--- src/rtl/sms_pkg.sv ---
// Shared types, constants and helper functions for the softmax regression SGD block.
// No dependencies; every other file in rtl/ imports this package.
package sms_pkg;

    localparam int MAX_FEATURES = 64;
    localparam int MAX_CLASSES  = 16;
    localparam int MAX_BATCH    = 64;

    localparam int FEAT_W = $clog2(MAX_FEATURES);
    localparam int CLS_W  = $clog2(MAX_CLASSES);
    localparam int SMP_W  = $clog2(MAX_BATCH);
    localparam int NCNT_W = $clog2(MAX_FEATURES + 1);
    localparam int KCNT_W = $clog2(MAX_CLASSES + 1);
    localparam int BCNT_W = $clog2(MAX_BATCH + 1);

    localparam int W_AW = $clog2(MAX_FEATURES * MAX_CLASSES);
    localparam int X_AW = $clog2(MAX_BATCH * MAX_FEATURES);
    localparam int P_AW = $clog2(MAX_BATCH * MAX_CLASSES);

    // Fixed field widths of the ports
    localparam int IDXF_W = 6;
    localparam int IDXC_W = 4;
    localparam int LBL_W  = 4;
    localparam int CFG_IW = 2;
    localparam int CFG_DW = 16;
    localparam int CFGF_W = 7;
    localparam int CFGK_W = 5;
    localparam int CFGB_W = 7;
    localparam int RATE_W = 16;

    localparam int Q_DEPTH = 4;
    localparam int Q_PW    = $clog2(Q_DEPTH);

    localparam int ACC_W  = 56;
    localparam int DIV_NW = 42;
    localparam int DIV_DW = 22;
    localparam int DIV_CW = $clog2(DIV_NW + 1);

    localparam logic signed [17:0] LOG2E_Q16 = 18'sd94548;
    localparam logic [31:0]        ONE_Q16   = 32'd65536;

    typedef enum logic [1:0] {
        KIND_WR_W  = 2'd0,
        KIND_FEAT  = 2'd1,
        KIND_RD_W  = 2'd2,
        KIND_EPOCH = 2'd3
    } kind_t;

    typedef enum logic [1:0] {
        CFG_FEATURES = 2'd0,
        CFG_CLASSES  = 2'd1,
        CFG_BATCH    = 2'd2,
        CFG_RATE     = 2'd3
    } cfg_idx_t;

    typedef enum logic [1:0] {
        OP_WR_W = 2'd0,
        OP_RD_W = 2'd1,
        OP_FEAT = 2'd2
    } op_t;

    typedef struct packed {
        op_t               op;
        logic              in_store;
        logic [W_AW-1:0]   widx;
        logic [X_AW-1:0]   xaddr;
        logic [SMP_W-1:0]  sidx;
        logic [31:0]       value;
        logic [LBL_W-1:0]  label;
        logic              apply;
    } cmd_t;

    typedef struct packed {
        logic [NCNT_W-1:0] n;
        logic [KCNT_W-1:0] k;
        logic [BCNT_W-1:0] b;
        logic [RATE_W-1:0] lr;
    } cfg_t;

    typedef enum logic [4:0] {
        ST_IDLE,
        ST_RD_OUT,
        ST_L_RD,
        ST_L_MUL,
        ST_L_ACC,
        ST_L_WR,
        ST_E_RD,
        ST_E_MUL1,
        ST_E_MUL2,
        ST_E_WR,
        ST_D_RD,
        ST_D_START,
        ST_D_WAIT,
        ST_U_RD,
        ST_U_MUL,
        ST_U_ACC,
        ST_U_Q1,
        ST_U_Q2,
        ST_U_DIV,
        ST_DONE
    } eng_state_t;

    // 2^(i/16) in Q16.16
    function automatic logic [17:0] pow2_q16(input logic [4:0] i);
        logic [17:0] r;
        case (i)
            5'd0:    r = 18'd65536;
            5'd1:    r = 18'd68438;
            5'd2:    r = 18'd71468;
            5'd3:    r = 18'd74632;
            5'd4:    r = 18'd77936;
            5'd5:    r = 18'd81386;
            5'd6:    r = 18'd84990;
            5'd7:    r = 18'd88752;
            5'd8:    r = 18'd92682;
            5'd9:    r = 18'd96785;
            5'd10:   r = 18'd101070;
            5'd11:   r = 18'd105545;
            5'd12:   r = 18'd110218;
            5'd13:   r = 18'd115098;
            5'd14:   r = 18'd120194;
            5'd15:   r = 18'd125515;
            default: r = 18'd131072;
        endcase
        return r;
    endfunction

    function automatic logic signed [31:0] sat32(input logic signed [63:0] v);
        logic signed [31:0] r;
        if (v > 64'sd2147483647)
            r = 32'sh7FFFFFFF;
        else if (v < -64'sd2147483648)
            r = 32'sh80000000;
        else
            r = v[31:0];
        return r;
    endfunction

endpackage

--- src/rtl/sms_front.sv ---
// Front end: configuration registers, input decode and sample/batch position tracking.
// Depends on sms_pkg; pushes commands into the queue ahead of the engine.
module sms_front (
    input  logic                          clk,
    input  logic                          rst_n,
    input  logic                          cfg_we,
    input  logic [sms_pkg::CFG_IW-1:0]    cfg_index,
    input  logic [sms_pkg::CFG_DW-1:0]    cfg_data,
    input  logic                          in_valid,
    output logic                          in_stall,
    input  logic [1:0]                    kind,
    input  logic [sms_pkg::IDXF_W-1:0]    feature_index,
    input  logic [sms_pkg::IDXC_W-1:0]    class_index,
    input  logic signed [31:0]            value,
    input  logic [sms_pkg::LBL_W-1:0]     label,
    input  logic                          q_full,
    output logic                          q_push,
    output sms_pkg::cmd_t                 q_data,
    output sms_pkg::cfg_t                 cfg
);
    import sms_pkg::*;

    logic [CFGF_W-1:0] feat_reg;
    logic [CFGK_W-1:0] cls_reg;
    logic [CFGB_W-1:0] batch_reg;
    logic [RATE_W-1:0] rate_reg;
    logic [FEAT_W-1:0] fc_reg, fc_next;
    logic [SMP_W-1:0]  sc_reg, sc_next;

    logic              accept;
    logic [NCNT_W-1:0] fc_inc;
    logic [BCNT_W-1:0] sc_inc;
    logic              sample_end, batch_end;

    // Clamp the registers to their legal ranges
    always_comb
    begin
        cfg.n  = (feat_reg == '0) ? NCNT_W'(1) :
                 ((32'(feat_reg) > MAX_FEATURES) ? NCNT_W'(MAX_FEATURES) : NCNT_W'(feat_reg));
        cfg.k  = (32'(cls_reg) < 2) ? KCNT_W'(2) :
                 ((32'(cls_reg) > MAX_CLASSES) ? KCNT_W'(MAX_CLASSES) : KCNT_W'(cls_reg));
        cfg.b  = (batch_reg == '0) ? BCNT_W'(1) :
                 ((32'(batch_reg) > MAX_BATCH) ? BCNT_W'(MAX_BATCH) : BCNT_W'(batch_reg));
        cfg.lr = rate_reg;
    end

    assign in_stall   = q_full;
    assign accept     = in_valid && !q_full;
    assign fc_inc     = NCNT_W'(fc_reg) + NCNT_W'(1);
    assign sc_inc     = BCNT_W'(sc_reg) + BCNT_W'(1);
    assign sample_end = fc_inc >= cfg.n;
    assign batch_end  = sample_end && (sc_inc >= cfg.b);

    always_comb
    begin
        q_data.in_store = (32'(feature_index) < MAX_FEATURES) && (32'(class_index) < MAX_CLASSES);
        q_data.widx     = W_AW'(feature_index * MAX_CLASSES + class_index);
        q_data.xaddr    = X_AW'(sc_reg * MAX_FEATURES + fc_reg);
        q_data.sidx     = sc_reg;
        q_data.value    = value;
        q_data.label    = label;
        q_data.apply    = batch_end;
        q_push          = accept;
        unique case (kind)
            KIND_WR_W: q_data.op = OP_WR_W;
            KIND_RD_W: q_data.op = OP_RD_W;
            KIND_FEAT: q_data.op = OP_FEAT;
            default:
            begin
                q_data.op = OP_FEAT;
                q_push    = 1'b0;
            end
        endcase
    end

    always_comb
    begin
        fc_next = fc_reg;
        sc_next = sc_reg;
        if (accept)
        begin
            case (kind)
                KIND_EPOCH:
                begin
                    fc_next = '0;
                    sc_next = '0;
                end
                KIND_FEAT:
                begin
                    if (sample_end)
                    begin
                        fc_next = '0;
                        sc_next = batch_end ? '0 : SMP_W'(sc_inc);
                    end
                    else
                        fc_next = FEAT_W'(fc_inc);
                end
                default: ;
            endcase
        end
    end

    always_ff @(posedge clk or negedge rst_n)
    begin
        if (!rst_n)
        begin
            feat_reg  <= CFGF_W'(64);
            cls_reg   <= CFGK_W'(16);
            batch_reg <= CFGB_W'(64);
            rate_reg  <= RATE_W'(655);
            fc_reg    <= '0;
            sc_reg    <= '0;
        end
        else
        begin
            fc_reg <= fc_next;
            sc_reg <= sc_next;
            if (cfg_we)
            begin
                unique case (cfg_index)
                    CFG_FEATURES: feat_reg  <= cfg_data[CFGF_W-1:0];
                    CFG_CLASSES:  cls_reg   <= cfg_data[CFGK_W-1:0];
                    CFG_BATCH:    batch_reg <= cfg_data[CFGB_W-1:0];
                    CFG_RATE:     rate_reg  <= cfg_data[RATE_W-1:0];
                    default: ;
                endcase
            end
        end
    end

endmodule

--- config.mk ---
export PLATFORM = sky130hd
export DESIGN_NAME = sms_front
export DESIGN_NICKNAME = d
export VERILOG_FILES = /design/src/rtl/sms_pkg.sv /design/src/rtl/sms_front.sv
export SDC_FILE = /design/constraint.sdc
export NUM_CORES = 1
export LEC_CHECK = 0
export BUFFER_PORTS_ARGS = -buffer_cell sky130_fd_sc_hd__buf_2
export CORE_MARGIN = 3
export CORE_UTILIZATION = 47
export CTS_BUF_LIST = sky130_fd_sc_hd__clkbuf_16
export DETAILED_ROUTE_END_ITERATION = 8
export PLACE_DENSITY = 0.95
export SYNTH_ARGS = -nofsm -noshare
export SYNTH_HDL_FRONTEND = slang
export SYNTH_SLANG_ARGS = --single-unit
--- constraint.sdc ---
create_clock -name clk -period 3.45 [get_ports clk]
set_input_delay 0.1725 -clock clk [delete_from_list [all_inputs] [get_ports clk]]
set_output_delay 0.1725 -clock clk [all_outputs]
set_load 0.02 [all_outputs]
==> metrics.txt <==
CTS tree built; CTS-repair resized insts 0; period utilisation layout approximately 79%; routability cong. 0.8185; fmax 0.3673 GHz; slew margin rel. 32.61%; average size of a mapped cell around 11 um2; RSZ-0062 raised after global routing false; share of synthesized registers carrying an async set or reset 100.0%; drt total wl a little under 7000 um; fin crit period 2.723 ns; routed length per instance approximately 18 um; maximum vdd drop 0.4061 mV; Post-synth EDFFs 0; pin count of the biggest net entering global routing 48; Clock Latency Late Sink 0.28 ns; FF+latch area 1187 um2; total track usage approximately a fifth; sequential fraction of the synthesis area 40.14%; status finished, final reports clean; Layout area overhead 7.530%; max cap viols 0; critical path fanouts, max 7; YS warnings 0; first-pass GRT wire length 11,120 um; initial drt markers 79; DP Cell Count 375; setup bufs post-CTS 0; Worst Tran Pin Value 1.011 ns; Worst-path clk slew roughly 0.06 ns; Synthesized Nets approximately 370; # nets final about 390; FF+latch count, synth 47; pwr/cell area 579.7 nW/um2; Clock Sinks 47; Mapped Cells 279; Initial DRT Pass Iterations 4; Setup CP Type reg -> out; htree depth 2; Rows 28; maximum clock path buffer count 2; # fillers 512; Syn Std Cell Area 2958 um2; worst hold path type in -> async; initial antenna violation count 0; Post-DP HPWL 5348 um; final hold slack 0.06229 ns; routed vias 2,099; initial core utilization 49.37%; vias in the first global route 2,271; Die ar. 7281 um2; max reg flops 16; P_leak 1.639 nW; Die Y about 85 um; Top FF cell, synth dfrtp_1; fin cells 382; Final Hold Fails 0; CP Data Required Time 3.28 ns; number of vias per cell 5.495; GRT Residual Overflow 0; setup violators final 0; total CTS buffers 5; cts hold-fix bufs 0; skew final around 0.0022 ns; IO Count 176; CP startpoint kind flop; number of port buffers 82; CP Capture Type output pin; Die W 85.33 um; antenna viol nets, final 0; post-synth cell types 42; core area ~6000 um2; n_diodes 0; layout cells sized above 1 47.88%; final max-slew violation count 0; Final TNS setup 0 ns; root buffer cell clkbuf_16; drc violations 0; r2r worst-path depth 8; Worst Path Arrival 2.55 ns; Multi-input gate area roughly 1300 um2
## cell usage in the layout (no fill, tap or decap), types with 2 or more instances in the layout
cell,n
nand3b_1,2
xnor2_1,4
a21oi_1,4
nand2_1,17
o21ai_2,2
ha_1,16
nor2b_1,3
o21ai_0,7
dfstp_2,9
a22o_1,6
a31oi_2,2
xor2_1,4
nor3_1,3
nor2_1,15
a21o_1,2
o21ai_1,3
nor3b_1,2
nand3_1,6
nand2b_1,6
buf_2,82
dfrtp_1,38
mux2_2,35
clkbuf_16,5
inv_1,16
## through the flow
stage / util [%] / total power, mW / area (um2) / setup slack (ns)
2_1_floorplan: - / 1.204 / 2958 / 1.053
3_3_place_gp: 50.38 / 1.290 / 3018 / 1.122
3_5_place_dp: 50.38 / 1.325 / 3018 / 1.029
4_1_cts: 53.09 / 1.861 / 3181 / 0.7142
5_1_grt: 53.09 / 1.947 / 3181 / 0.5997
6_report: 53.09 / 1.844 / 3181 / 0.7273
## Yosys cell counts (all sizes together) (2+ instances only)
| cell type | instances | area [um2] |
|---|---|---|
| a21o | 2 | 15.01 |
| a21oi | 5 | 28.78 |
| a22o | 6 | 52.55 |
| a31oi | 2 | 25.02 |
| buf | 57 | 429.2 |
| clkbuf | 4 | 15.01 |
| dfrtp | 38 | 950.9 |
| dfstp | 9 | 236.5 |
| ha | 16 | 200.2 |
| inv | 16 | 60.06 |
| mux2 | 35 | 394.1 |
| nand2 | 17 | 63.81 |
| nand2b | 6 | 37.54 |
| nand3 | 7 | 40.04 |
| nand3b | 2 | 15.01 |
| nor2 | 15 | 56.30 |
| nor2b | 3 | 18.77 |
| nor3 | 5 | 41.29 |
| nor3b | 3 | 27.52 |
| o21ai | 12 | 67.56 |
| xnor2 | 4 | 35.03 |
| xor2 | 4 | 35.03 |
## cell families after synthesis
| logic type | Yosys count | share of synthesized area, % |
|---|---|---|
| buffers and inverters | 77 | 17.05 |
| and+or+nand+nor | 60 | 10.58 |
| DFF | 47 | 40.14 |
| AOI/OAI and AO/OA | 35 | 9.645 |
| muxes | 35 | 13.32 |
| adders and majority gates | 16 | 6.768 |
| xor gates and xnor gates | 8 | 2.369 |
| other | 1 | 0.1268 |
## per-layer routing
layer  GRT usage (%)  wire length (um)  vias to the layer above  share of wire [%]
met5               0                 0                        -                  0
met4           8.201               165                        0                2.4
met3           6.505               735                       26                 11
met2           32.27              3372                      124                 49
met1           22.52              2542                      999                 37
li1                -                 -                      950                  -
## path summary, 6_finish.rpt
kind | start | endpoint | slack, ns
worst max-delay path | sc_reg[0] | q_data[0] | 0.73
worst min-delay path | rst_n | cls_reg[3] | 0.06
worst max register to register | fc_reg[0] | sc_reg[1] | 1.03
worst min register to register | rate_reg[5] | rate_reg[5] | 0.51
max in group asynchronous | rst_n | fc_reg[5] | 2.76
min in group clk | cfg_data[15] | rate_reg[15] | 0.12
## critical path, stage by stage (launching register included)
cell	delay (ns)
dfrtp_1	0.45
ha_1	0.31
xor2_1	0.17
ha_1	0.32
a211o_1	0.29
a31oi_2	0.23
nor2_1	0.08
o31a_2	0.28
buf_2	0.16
## power breakdown
part	internal [mW]	total (mW)	leakage (nW)	switching, mW
clock	0.337	0.531	0.0759	0.194
combinational	0.230	0.585	0.996	0.355
sequential	0.655	0.728	0.567	0.0728
## layout make-up
cell class | count | share of cell area (%)
inverters | 16 | 1.888
flip-flops and latches | 47 | 37.33
clock buffers | 5 | 3.934
clock inverters | 2 | 1.180
repair buffers | 82 | 12.90
well taps | 75 | 2.950
multi-input cells | 155 | 39.81
Note: power is estimated with default switching activity, not from simulation.
