<file path="config.mk">
export PLATFORM = sky130hd
export DESIGN_NAME = sms_fifo
export DESIGN_NICKNAME = d
export VERILOG_FILES = /design/src/rtl/sms_pkg.sv /design/src/rtl/sms_fifo.sv
export SDC_FILE = /design/constraint.sdc
export NUM_CORES = 1
export LEC_CHECK = 0
export BUFFER_PORTS_ARGS = -buffer_cell sky130_fd_sc_hd__buf_4
export CAP_MARGIN = 20
export CORE_ASPECT_RATIO = 2
export CORE_MARGIN = 2
export CORE_UTILIZATION = 55
export CTS_CLUSTER_DIAMETER = 40
export DETAILED_ROUTE_END_ITERATION = 6
export GPL_TIMING_DRIVEN = 0
export PLACE_DENSITY = 0.86
export SLEW_MARGIN = 25
export SYNTH_ARGS = -nofsm -noshare
export SYNTH_HDL_FRONTEND = slang
export SYNTH_SLANG_ARGS = --single-unit
</file>
<file path="constraint.sdc">
create_clock -name clk -period 7 [get_ports clk]
set_input_delay 0.7 -clock clk [delete_from_list [all_inputs] [get_ports clk]]
set_output_delay 0.7 -clock clk [all_outputs]
set_load 0.05 [all_outputs]
</file>
<file path="src/rtl/sms_pkg.sv">
// Shared types, constants and helper functions for the softmax regression SGD block.
// No dependencies; every other file in rtl/ imports this package.
package sms_pkg;

    localparam int MAX_FEATURES = 64;
    localparam int MAX_CLASSES  = 16;
    localparam int MAX_BATCH    = 64;

    localparam int FEAT_W = $clog2(MAX_FEATURES);
    localparam int CLS_W  = $clog2(MAX_CLASSES);
    localparam int SMP_W  = $clog2(MAX_BATCH);
    localparam int NCNT_W = $clog2(MAX_FEATURES + 1);
    localparam int KCNT_W = $clog2(MAX_CLASSES + 1);
    localparam int BCNT_W = $clog2(MAX_BATCH + 1);

    localparam int W_AW = $clog2(MAX_FEATURES * MAX_CLASSES);
    localparam int X_AW = $clog2(MAX_BATCH * MAX_FEATURES);
    localparam int P_AW = $clog2(MAX_BATCH * MAX_CLASSES);

    // Fixed field widths of the ports
    localparam int IDXF_W = 6;
    localparam int IDXC_W = 4;
    localparam int LBL_W  = 4;
    localparam int CFG_IW = 2;
    localparam int CFG_DW = 16;
    localparam int CFGF_W = 7;
    localparam int CFGK_W = 5;
    localparam int CFGB_W = 7;
    localparam int RATE_W = 16;

    localparam int Q_DEPTH = 4;
    localparam int Q_PW    = $clog2(Q_DEPTH);

    localparam int ACC_W  = 56;
    localparam int DIV_NW = 42;
    localparam int DIV_DW = 22;
    localparam int DIV_CW = $clog2(DIV_NW + 1);

    localparam logic signed [17:0] LOG2E_Q16 = 18'sd94548;
    localparam logic [31:0]        ONE_Q16   = 32'd65536;

    typedef enum logic [1:0] {
        KIND_WR_W  = 2'd0,
        KIND_FEAT  = 2'd1,
        KIND_RD_W  = 2'd2,
        KIND_EPOCH = 2'd3
    } kind_t;

    typedef enum logic [1:0] {
        CFG_FEATURES = 2'd0,
        CFG_CLASSES  = 2'd1,
        CFG_BATCH    = 2'd2,
        CFG_RATE     = 2'd3
    } cfg_idx_t;

    typedef enum logic [1:0] {
        OP_WR_W = 2'd0,
        OP_RD_W = 2'd1,
        OP_FEAT = 2'd2
    } op_t;

    typedef struct packed {
        op_t               op;
        logic              in_store;
        logic [W_AW-1:0]   widx;
        logic [X_AW-1:0]   xaddr;
        logic [SMP_W-1:0]  sidx;
        logic [31:0]       value;
        logic [LBL_W-1:0]  label;
        logic              apply;
    } cmd_t;

    typedef struct packed {
        logic [NCNT_W-1:0] n;
        logic [KCNT_W-1:0] k;
        logic [BCNT_W-1:0] b;
        logic [RATE_W-1:0] lr;
    } cfg_t;

    typedef enum logic [4:0] {
        ST_IDLE,
        ST_RD_OUT,
        ST_L_RD,
        ST_L_MUL,
        ST_L_ACC,
        ST_L_WR,
        ST_E_RD,
        ST_E_MUL1,
        ST_E_MUL2,
        ST_E_WR,
        ST_D_RD,
        ST_D_START,
        ST_D_WAIT,
        ST_U_RD,
        ST_U_MUL,
        ST_U_ACC,
        ST_U_Q1,
        ST_U_Q2,
        ST_U_DIV,
        ST_DONE
    } eng_state_t;

    // 2^(i/16) in Q16.16
    function automatic logic [17:0] pow2_q16(input logic [4:0] i);
        logic [17:0] r;
        case (i)
            5'd0:    r = 18'd65536;
            5'd1:    r = 18'd68438;
            5'd2:    r = 18'd71468;
            5'd3:    r = 18'd74632;
            5'd4:    r = 18'd77936;
            5'd5:    r = 18'd81386;
            5'd6:    r = 18'd84990;
            5'd7:    r = 18'd88752;
            5'd8:    r = 18'd92682;
            5'd9:    r = 18'd96785;
            5'd10:   r = 18'd101070;
            5'd11:   r = 18'd105545;
            5'd12:   r = 18'd110218;
            5'd13:   r = 18'd115098;
            5'd14:   r = 18'd120194;
            5'd15:   r = 18'd125515;
            default: r = 18'd131072;
        endcase
        return r;
    endfunction

    function automatic logic signed [31:0] sat32(input logic signed [63:0] v);
        logic signed [31:0] r;
        if (v > 64'sd2147483647)
            r = 32'sh7FFFFFFF;
        else if (v < -64'sd2147483648)
            r = 32'sh80000000;
        else
            r = v[31:0];
        return r;
    endfunction

endpackage

</file>
<file path="src/rtl/sms_fifo.sv">
// Short show-ahead command queue between the front end and the engine.
// Depends on sms_pkg for the command type and depth.
module sms_fifo (
    input  logic            clk,
    input  logic            rst_n,
    input  logic            push,
    input  sms_pkg::cmd_t   wdata,
    output logic            full,
    input  logic            pop,
    output sms_pkg::cmd_t   rdata,
    output logic            not_empty
);
    import sms_pkg::*;

    cmd_t            q_mem [Q_DEPTH];
    logic [Q_PW-1:0] wr_reg, rd_reg;
    logic [Q_PW:0]   cnt_reg;
    logic            do_push, do_pop;

    assign full      = cnt_reg == (Q_PW+1)'(Q_DEPTH);
    assign not_empty = cnt_reg != '0;
    assign do_push   = push && !full;
    assign do_pop    = pop && not_empty;
    assign rdata     = q_mem[rd_reg];

    always_ff @(posedge clk)
    begin
        if (do_push)
            q_mem[wr_reg] <= wdata;
    end

    always_ff @(posedge clk or negedge rst_n)
    begin
        if (!rst_n)
        begin
            wr_reg  <= '0;
            rd_reg  <= '0;
            cnt_reg <= '0;
        end
        else
        begin
            if (do_push)
                wr_reg <= (32'(wr_reg) == Q_DEPTH - 1) ? '0 : wr_reg + 1'b1;
            if (do_pop)
                rd_reg <= (32'(rd_reg) == Q_DEPTH - 1) ? '0 : rd_reg + 1'b1;
            if (do_push && !do_pop)
                cnt_reg <= cnt_reg + 1'b1;
            else if (do_pop && !do_push)
                cnt_reg <= cnt_reg - 1'b1;
        end
    end

endmodule

</file>
==> flow_metrics.tcl, run 1 <==
set metrics [dict create \
    fillers 1173 \
    r2r_setup_slack_ps 4820 \
    wl_per_cell_um 23.1 \
    setup_viol_count_final 0 \
    arrival_ps 2120 \
    clkTransAtPathRegs_ps 70 \
    area_growth_syn_to_layout_pct 21.6 \
    dieWidth_um 101 \
    clk_path_buf_depth 3 \
    vias 4547 \
    clock-sinks 279 \
    routed_wl_um 18500 \
    worstSkewPairLatency_ps 510 \
    worst-path-max-fanout 10 \
    syn_avg_cell_area_um2 26.3 \
    ys_ff_latch 279 \
    path_cells "buf_2 > buf_2 > buf_4 > mux4_2 > buf_4" \
    start_util_pct 55.5 \
    num_rows 71 \
    grt_use_total_pct 19.1 \
    place.gp.congestion 0.703 \
    finalCriticalPeriod_ps 2820 \
    report.final.slew_viol_count 0 \
    first_iter_violations 216 \
    viasPerCell 5.67 \
    final_core_utilization_pct 67.4 \
    yosysSeqAreaShare_pct 80.6 \
    design_area_um2 12600 \
    postCtsSetupRepairBufs 0 \
    drive_above_1_share_pct 47.7 \
    cts_buffers 23 \
    fin_crit_sh_pct 40.3 \
    postRouteAntennaNets 0 \
    largest_register_ffs 272 \
    crit_buf_inv 4 \
    critPathKind "flip-flop to output pin" \
    rsz0062_at_grt "no" \
    cts.repair.resized 0 \
    layout.nets 645 \
    grt_pass1_vias 5013 \
    grt_max_degree 43 \
    drc 0 \
    crit_family "buffers and inverters" \
    power_density_nw_per_um2 492 \
    finalHoldViolations 0 \
    firstDrtPassIters 4 \
    place_area_um2 11800 \
    crit_required_ps 6300 \
    grt_overflow_total 0 \
    io-pin-count 142 \
    yosysWarnings 0 \
    setup_ws_ps 4180 \
    p_leak_nw 4.35 \
    worst_hold_path_type "primary input to flip-flop" \
    fin_tns_setup_ps 0 \
    finalPower_mw 6.18 \
    dieArea_um2 20000 \
    cts_tree "yes" \
    post-place-cells 759 \
    syn_inst 393 \
    maxCapViolCount 0 \
    cp-start-kind "flip-flop" \
    tightest_slew_ps 671 \
    syn_area_um2 10300 \
    post-place-ws_ps 4630 \
    grt_pass1_wl_um 28300 \
    synth_cell_types 20 \
    max_freq_mhz 355 \
    hpwlAfterDp_um 12400 \
    h-tree-depth 1 \
    whs_ps 387 \
    cp-end-kind "output pin" \
    worst_slew_margin_rel_pct 55.3 \
    status "finished clean" \
    peakVddDrop_v 0.000408 \
    synth_nets 472 \
    die_y_um 198 \
    antenna_found_initial 0 \
    final.setup_skew_ps 14.3 \
    critPathMaxStageDelay_ps 370 \
    cpMaxStageDelayCell "dfrtp_1" \
    root_buffer "clkbuf_16" \
    core_um2 18700 \
    port-buffer-count 141 \
    antenna_cells 0 \
    fin_cells 802 \
    hold_buffers 1 \
]
-- cell usage in the layout (no fill, tap or decap), types with 2 or more instances in the layout --
cell type  Yosys  final
and2_4         0      3
buf_12         7      9
buf_16         0      3
buf_2          7      7
buf_4          1    142
bufinv_16      0      2
clkbuf_1       0      7
clkbuf_16      0     23
clkinv_2       0      4
dfrtp_1        7      7
edfxtp_1     272    272
ha_1           6      6
inv_1          3      3
inv_6          0      4
mux2_2         5      5
mux4_2        68     68
nor2_1         4      3
xor2_1         2      2
-- routing by layer --
metal	part of all wire (%)	up-vias	track usage (%)
met5	0	-	0
met4	3.1	0	6.56
met3	5.1	40	3.35
met2	58	139	34.8
met1	34	2340	22.5
li1	-	2028	-
-- cells in the mapped netlist (all sizes together) --
library cell,number,share of area [%]
mux2,5,0.54
or3,1,0.11
buf,16,1.9
xor2,2,0.17
xnor2,1,0.085
nor2b,1,0.085
edfxtp,272,79
inv,3,0.11
nor2,4,0.15
and2,3,0.18
nor3b,1,0.18
ha,6,0.73
mux4,68,15
fa,1,0.19
nand2,2,0.15
dfrtp,7,1.7
-- power by group --
part / internal, mW / switching (mW) / total [mW]
clock network: 0.700 / 0.542 / 1.24
registers: 2.20 / 0.0898 / 2.29
logic: 0.969 / 1.68 / 2.65
total: 3.87 / 2.31 / 6.18
-- path summary, 6_finish.rpt --
| check | to | start | cells past startpoint |
|---|---|---|---|
| max | rdata[47] | rd_reg[1] | 5 |
| min | q_mem[3][44] | wdata[44] | 1 |
| max reg2reg | cnt_reg[2] | cnt_reg[0] | 8 |
| min reg2reg | cnt_reg[2] | cnt_reg[2] | 1 |
| max in group asynchronous | wr_reg[1] | rst_n | 2 |
| min in group asynchronous | rd_reg[1] | rst_n | 2 |
-- logic make-up (layout without fill, tap and decap cells) --
group	count (synthesis)	count (layout)	share of synthesized area, %
adders and majority gates	7	7	0.919
xor gates and xnor gates	3	3	0.254
buffers and inverters	19	209	1.98
DFF	279	279	80.6
and+or+nand+nor	12	12	0.847
muxes	73	73	15.3
-- layout make-up --
cell class,instances,area (um2),area share [%]
clock buffers,31,616,4.90
plain buffers,16,194,1.54
multi-input cells,95,1810,14.4
well taps,219,274,2.18
repair buffers,148,1210,9.59
clock inverters,11,119,0.945
flip-flops and latches,279,8340,66.3
inverters,3,11.3,0.0896
Power figures use the tool's default switching activity.
==> run 2, diff against run 1 <==
--- a/config.mk
+++ b/config.mk
@@ -9,11 +9,11 @@
 export CAP_MARGIN = 20
 export CORE_ASPECT_RATIO = 2
 export CORE_MARGIN = 2
-export CORE_UTILIZATION = 55
+export CORE_UTILIZATION = 51
 export CTS_CLUSTER_DIAMETER = 40
 export DETAILED_ROUTE_END_ITERATION = 6
 export GPL_TIMING_DRIVEN = 0
-export PLACE_DENSITY = 0.86
+export PLACE_DENSITY = 0.84
 export SLEW_MARGIN = 25
 export SYNTH_ARGS = -nofsm -noshare
 export SYNTH_HDL_FRONTEND = slang
==> constraint.sdc (replaced) <==
create_clock -name clk -period 2.56 [get_ports clk]
set_input_delay 0.256 -clock clk [delete_from_list [all_inputs] [get_ports clk]]
set_output_delay 0.256 -clock clk [all_outputs]
set_load 0.05 [all_outputs]
==> flow_metrics.tcl, run 2 (same netlist as run 1, synthesis figures left out) <==
set metrics [dict create \
    status "finished clean" \
    worst-path-max-fanout 10 \
    grt_pass1_vias 5520 \
    cp-end-kind "output pin" \
    design_area_um2 13500 \
    arrival_ps 2160 \
    max_freq_mhz 414 \
    post-place-ws_ps 420 \
    maxCapViolCount 0 \
    tightest_slew_ps 560 \
    setup_viol_count_final 0 \
    hpwlAfterDp_um 12300 \
    num_rows 73 \
    io-pin-count 142 \
    core_um2 19900 \
    layout.nets 714 \
    h-tree-depth 1 \
    place.gp.congestion 0.675 \
    rsz0062_at_grt "no" \
    p_leak_nw 4.69 \
    power_density_nw_per_um2 1310 \
    antenna_found_initial 0 \
    r2r_setup_slack_ps 350 \
    crit_required_ps 2300 \
    antenna_cells 0 \
    clk_path_buf_depth 3 \
    vias 4933 \
    grt_pass1_wl_um 30700 \
    root_buffer "clkbuf_16" \
    area_growth_syn_to_layout_pct 30.1 \
    critPathKind "flip-flop to output pin" \
    cp-start-kind "flip-flop" \
    final.setup_skew_ps 8.07 \
    multi_input_area_um2 1810 \
    worst_slew_margin_rel_pct 62.6 \
    report.final.slew_viol_count 0 \
    die_y_um 205 \
    drc 0 \
    most-common-layout-cells "272 x edfxtp_1, 142 x buf_4, 69 x dlygate4sd3_1" \
    grt_overflow_total 0 \
    p_int_mw 11.1 \
    finalHoldViolations 0 \
    dieArea_um2 21500 \
    final_core_utilization_pct 67.6 \
    cts_buffers 24 \
    drive_above_1_share_pct 43.2 \
    place_area_um2 11900 \
    swShare_pct 37.0 \
    worst_hold_path_type "primary input to asynchronous set/reset pin" \
    finalPower_mw 17.6 \
    fillers 1256 \
    grt_use_total_pct 19.0 \
    routed_wl_um 20300 \
    postRouteAntennaNets 0 \
    seqPwrFrac_pct 35.7 \
    worstSkewPairLatency_ps 530 \
    setup_ws_ps 143 \
    clock-sinks 279 \
    cts_tree "yes" \
    peakVddDrop_v 0.000982 \
    viasPerCell 5.40 \
    first_iter_violations 214 \
    clkTransAtPathRegs_ps 70 \
    clock_power_share_pct 22.3 \
    dieWidth_um 105 \
    fin_crit_sh_pct 94.4 \
    grt_max_degree 46 \
    firstDrtPassIters 4 \
    p_switching_mw 6.52 \
    layout_commonest_cell "edfxtp_1" \
    finalCriticalPeriod_ps 2420 \
    port-buffer-count 141 \
    seqCellArea_um2 8340 \
    wl_per_cell_um 22.2 \
    largest_register_ffs 272 \
    start_util_pct 52.0 \
    combPwrFrac_pct 42.0 \
]
-- run 2: area by class of cell --
class                           instances  share of cell area, %
Buffer                                 16                   1.44
Sequential cell                       279                   62.0
Clock inverter                         15                   1.69
Tap cell                              262                   2.43
Inverter                                3                 0.0836
Timing Repair Buffer                  216                   14.2
Clock buffer                           27                   4.70
Multi-Input combinational cell         95                   13.5
-- run 2: layer usage --
metal / part of all wire (%) / vias to the layer above / global-route usage (%) / wire, um
li1: - / 2161 / - / -
met1: 35 / 2580 / 20.9 / 7060
met2: 58 / 157 / 36.5 / 11800
met3: 4.2 / 35 / 2.47 / 843
met4: 3.0 / 0 / 8.29 / 614
met5: 0 / - / 0 / 0
-- run 2: power groups by stage --
stage | sequential, mW | combinational, mW | clock, mW
final | 6.27 | 7.40 | 3.93
after global routing | 6.34 | 7.72 | 4.14
after CTS | 6.28 | 7.49 | 3.99
after detailed placement | 6.37 | 7.38 | 0
after global placement | 6.35 | 7.08 | 0
after floorplan | 6.30 | 5.25 | 0
-- run 2: worst max-delay path, cell delays in order (launching register included) --
cell and delay, ps:
dfrtp_1 350, buf_2 190, buf_2 290, buf_4 260, mux4_2 330, buf_4 210
-- run 2: path summary, 6_finish.rpt --
check	endpoint	from	depth (start not counted)
worst max-delay path	rdata[45]	rd_reg[1]	5
worst min-delay path	cnt_reg[1]	rst_n	2
worst max register to register	cnt_reg[2]	cnt_reg[0]	8
worst min register to register	cnt_reg[2]	cnt_reg[2]	1
max in group asynchronous	cnt_reg[2]	rst_n	2
min in group clk	rd_reg[0]	pop	3
-- run 2: what timing repair did --
item | CTS | global route
hold endpoints to repair | 279 | 0
gates resized for setup | 0 | 0
hold buffers | 69 | 0
buffers inserted | 0 | 0
-- run 2: through the flow --
| stage | std cells | setup TNS, ps | hold slack, ps |
|---|---|---|---|
| detailed placement | 802 | 0 | 72.8 |
| floorplan | 393 | -18840 | -39.6 |
| CTS | 913 | 0 | 57.9 |
| global route | 913 | 0 | 89.6 |
| global placement | 796 | -122680 | 70.9 |
| finish | 913 | 0 | 94.7 |
